$ cat config.mk
export PLATFORM = sky130hd
export DESIGN_NAME = kts_ram
export DESIGN_NICKNAME = d
export VERILOG_FILES = /design/src/rtl/kts_ram.sv
export SDC_FILE = /design/constraint.sdc
export NUM_CORES = 2
export LEC_CHECK = 0
export BUFFER_PORTS_ARGS = -buffer_cell sky130_fd_sc_hd__buf_2
export CAP_MARGIN = 40
export CORE_UTILIZATION = 50
export DETAILED_ROUTE_END_ITERATION = 8
export GPL_TIMING_DRIVEN = 0
export MAX_ROUTING_LAYER = met4
export PLACE_DENSITY = 0.67
export RECOVER_POWER = 100
export SLEW_MARGIN = 10
export SYNTH_ARGS = -nofsm -noshare
export SYNTH_HDL_FRONTEND = slang
export SYNTH_SLANG_ARGS = --single-unit
export TNS_END_PERCENT = 30
$ cat constraint.sdc
create_clock -name clk -period 8.9 [get_ports clk]
set_clock_uncertainty 0.05 [all_clocks]
set_input_delay 0.445 -clock clk [delete_from_list [all_inputs] [get_ports clk]]
set_output_delay 0.445 -clock clk [all_outputs]
set_load 0.01 [all_outputs]
$ cat src/rtl/kts_ram.sv
`default_nettype none
module kts_ram #(
	parameter int WIDTH = 32,
	parameter int DEPTH = 64
) (
	input  wire logic                     clk,
	input  wire logic                     we,
	input  wire logic [$clog2(DEPTH)-1:0] addr,
	input  wire logic [WIDTH-1:0]         wdata,
	output logic      [WIDTH-1:0]         rdata
);

	logic [WIDTH-1:0] mem_q [DEPTH];

	// single port, registered read
	always_ff @(posedge clk) begin
		if (we) begin
			mem_q[addr] <= wdata;
		end
		rdata <= mem_q[addr];
	end

endmodule
`default_nettype wire

# [Word-level counts from Yosys, hierarchy flattened]
# Memory sizes are Yosys's and may differ from the RTL's. A register that Yosys moved wholly into a read port is not among the register bits.
# Index checks and enable logic that the tools add are counted.
[word_totals] reg_bits=0 latchBits=0 mem_bits_rw=2048 romBits=0 word_cells=3 memories=1
[op_classes] addsub=0 mul=0 div=0 n_lt_le_gt_ge=0 n_eq_ne=0 n_shift=0 n_mux=2 bitwise_logic=0 reduce_logical=0
[mem_list] memory="mem_q" depth=64 width=32 rd=1 rd_clocked_by_memory_dff=1 write_ports=1 line="13" source="logic [WIDTH-1:0] mem_q [DEPTH];"
[ops] op="$mux W1" count=2

# [Depth between registers and ports, before layout]
[depth] depth_word=2 depth_mapped=13 ltp_nobuf=6

# [Worst setup path after synthesis]
# OpenSTA, ideal clock, no wires.
[synth_timing] kind="input-to-reg" startpoint="in addr[2]" endpoint="mem mem_q[15][0], enable pin" setup_time_ns=0.421 arrival_ns=3.263 t_required_ns=8.429 path_slack_ns=5.166 stages=8 path_buffers=6 path_cell_list="buf_2 buf_2 buf_2 buf_2 buf_2 buf_2 nand3_1 nor2_1"
[synth_lines] element="start, declared" line="8" source="input wire logic [$clog2(DEPTH)-1:0] addr,"
[synth_lines] element="end, declared" line="13"
# Straight into the memory's write port.

# [Worst setup path in the final report]
[layout_timing] startpoint="in addr[2]" endpoint="mem mem_q[1][21], enable pin"
# Straight into the memory's write port.

==> results list <==
* Tightest Pin Transition: ~3500 ps
- Clock latency on the worst-skew pair, taken at its later pin, is about 850 ps.
* TritonCTS buffer count: between 150 and 200
- Dividing the detail-routed via count by the number of cells gives roughly 6.5.
* Total number of placement rows: 145
- Final GP Congestion: approximately 0.99
- Ranked by total cell area, the synthesized netlist is headed by edfxtp_1 78%, mux2i_1 3.3%, mux4_2 2.7%.
* Cell leakage power: around 29 nW
- The area growth from synthesis to layout is 14.6%.
- The first TritonRoute pass finished after 8 iterations.
- The min-delay analysis places its worst path in the category primary input to flop.
* Async set or reset register ratio after synthesis: 0
- CTS tree: built
- Clock Sinks: 2080
- Once detailed placement completed, the half-perimeter wirelength came to around 150000 um.
- After clock tree synthesis, the clock-pin slew on the worst setup and hold paths is approximately 70 ps.
- Vias in the first global route: about 44k
- The final max-slew violation count is ~2.3k.
- Clock root buffer: clkbuf_16
* H-tree depth: 4
- Post-Syn Nets: 4279
* Worst Path Arrival: 7120 ps
- After detailed routing, the number of remaining DRC violations is 0.
- Count of boundary I/O pins: 72
- Measured on the finished design, the core utilization comes to 0.578.
- CP Cell Sequence: clkbuf_1 -> clkbuf_1 -> clkbuf_1 -> clkbuf_1 -> clkbuf_1 -> clkbuf_1 -> clkbuf_1 -> nor2b_1 -> nand2_1 -> nor2_1 -> clkbuf_1
* FMAX: 148 MHz
* Clk buf depth: 3
* Cell with the largest stage delay on the worst path: nor2_1
- In this run, placement finished with an instance count of roughly 6.5k.
- Gate count of the mapped netlist: approximately 4.2k
- Power spread over the standard cell area amounts to 229 nW/um^2.
* Full die area: approximately 160000 um^2
* Number of vias after detailed routing: between 40k and 50k
* Dominant cell type by count on the critical path: clkbuf_1
- The biggest area contributor in the post-synthesis netlist is edfxtp_1.
* Area taken by flip-flops and latches: around 62000 um^2
* CP Max Fanout: 17
- Unrepaired setup endpoints after global routing: false
- Violations in the final reports: max-capacitance violations, max-slew violations
* Layout filler cell count: between 10k and 15k
- After synthesis, the most frequently instantiated cells are 2048 x edfxtp_1, 259 x mux2i_1, 188 x a22oi_1.
- Final wirelength: around 230000 um
* Width of the die: 399 um
- Max IR drop VDD: ~200 uV
* Number of different library cells in the post-synthesis netlist: between 50 and 60
* Setup crit start kind: primary input
- Max-capacitance violation count: between 80 and 90
- Number of cells upsized or downsized after cts: 0
* WS Path Type: primary input to flop
* Number of warning messages in the yosys log: 0
* Leading register cell type out of synthesis: edfxtp_1
* Core area: between 150000 and 200000 um^2
* Tot Pwr: 20.7 mW
- From bottom edge to top edge, the die measures about 400 um.
- In this run the cell area of the synthesized design comes to about 80000 um^2.
* Sequential fraction of the synthesis area: 0.787
* Result of the run: complete, but fails checks
- Category of the worst setup path capture point: flop
* Number of hold violations in the final report: 0
- Global-route wire length before repair: 319000 um
* Most common cell in the synthesized netlist: edfxtp_1
* DRT iter0 DRCs: between 6k and 7k
* Number of post-CTS setup repair buffers: 0
- Setup violators final: 0
* Number of hold buffers added after cts: 6
* Clock period minus final worst setup slack: ~6800 ps
* Fraction of layout instances using a drive strength above 1: 0.153
- Number of flops mapped to enable cells by yosys: roughly 2k
- Summing all multi-input logic gate instances after layout gives around 16000 um^2.
* PortBufs: 70
* Average detailed-routed wire length per instance: 33.0 um
- Routed Antenna Nets: 0
- Top-area cell type share of the netlist area: 0.779
- Delay of the slowest critical-path stage: between 1000 and 1500 ps
- Effective utilization at floorplan: 0.505
* Required time of the worst setup path: roughly 9300 ps
* Nets@finish: 4691
- The number of antenna violations at the first check in global routing was 14.
- Finished Layout Cells: 6899
- Global router's overall resource usage: 0.294
- Max_slew headroom: -1.35
* Mean area per synthesized cell: around 19 um^2
- Largest net degree at the start of global routing: 65
- Flops & latches, synth: around 2.1k
- Summed negative setup slack over all endpoints: 0 ps
* Share of the clock period used by the worst path after layout: 0.759
- Global route overflow: 0
==> flip-flops by register name, indices dropped and copies added, names as in the netlist <==
register,cells
mem_q,2048
rdata,32
==> cell type report <==
cell class / count / area share
diodes: 14 / 0.000387
plain buffers: 298 / 0.0145
clock buffers: 254 / 0.0599
clock inverters: 123 / 0.0145
inverters: 2 / 0.0000830
multi-input cells: 1859 / 0.174
flip-flops and latches: 2080 / 0.687
well taps: 2058 / 0.0285
repair buffers: 211 / 0.0213
==> kinds of logic after synthesis <==
| group | Yosys count | share of synthesized area |
|---|---|---|
| AO/OA/AOI/OAI | 933 | 0.0866 |
| buffers and inverters | 300 | 0.0168 |
| multiplexers | 502 | 0.0812 |
| flip-flops | 2080 | 0.787 |
| AND/OR/NAND/NOR | 424 | 0.0281 |
==> per-stage QoR <==
stage          hold WS (ps)  setup WS (ps)  area, um^2
3_3_place_gp            581           1830       81900
3_5_place_dp            582           3620       84800
5_1_grt                 308           2250       90400
2_1_floorplan           494           5170       78900
4_1_cts                17.8           4470       91600
6_report                304           2140       90400
==> metal layers <==
metal,routed length [um],up-vias,track usage
met2,101000,2988,0.423
met1,86600,23001,0.394
met4,13700,0,0.147
met5,0,-,-
li1,-,18514,-
met3,26400,634,0.0680
==> report_power, final <==
group	total (mW)	leakage, nW	internal [mW]	switching (mW)
Combinational	1.15	6.94	0.325	0.821
Sequential	10.9	18.7	10.9	0.0217
Clock	8.71	3.29	5.08	3.62
==> path summary, 6_finish.rpt <==
kind,start,to,slack (ps),cells past startpoint
min reg2reg,mem_q[4][22],rdata[22],610,4
max,addr[2],mem_q[1][21],2140,11
min,wdata[28],mem_q[40][28],300,1
max reg2reg,mem_q[21][27],rdata[27],5950,5
==> layout by cell type (no fill, tap or decap), types with 85 or more instances in the layout <==
master / n
and3_1: 85
edfxtp_1: 2048
clkbuf_1: 337
o22ai_1: 93
a22oi_1: 188
clkbuf_16: 208
mux4_2: 96
nor2_1: 113
a221oi_1: 175
a21oi_1: 121
mux2_2: 147
mux2i_1: 259
==> critical path: cells and delay by family <==
kind	cells	cell delay, ps
buffers and inverters	8	4460
and+or+nand+nor	3	2140
Note: power is estimated with default switching activity, not from simulation.
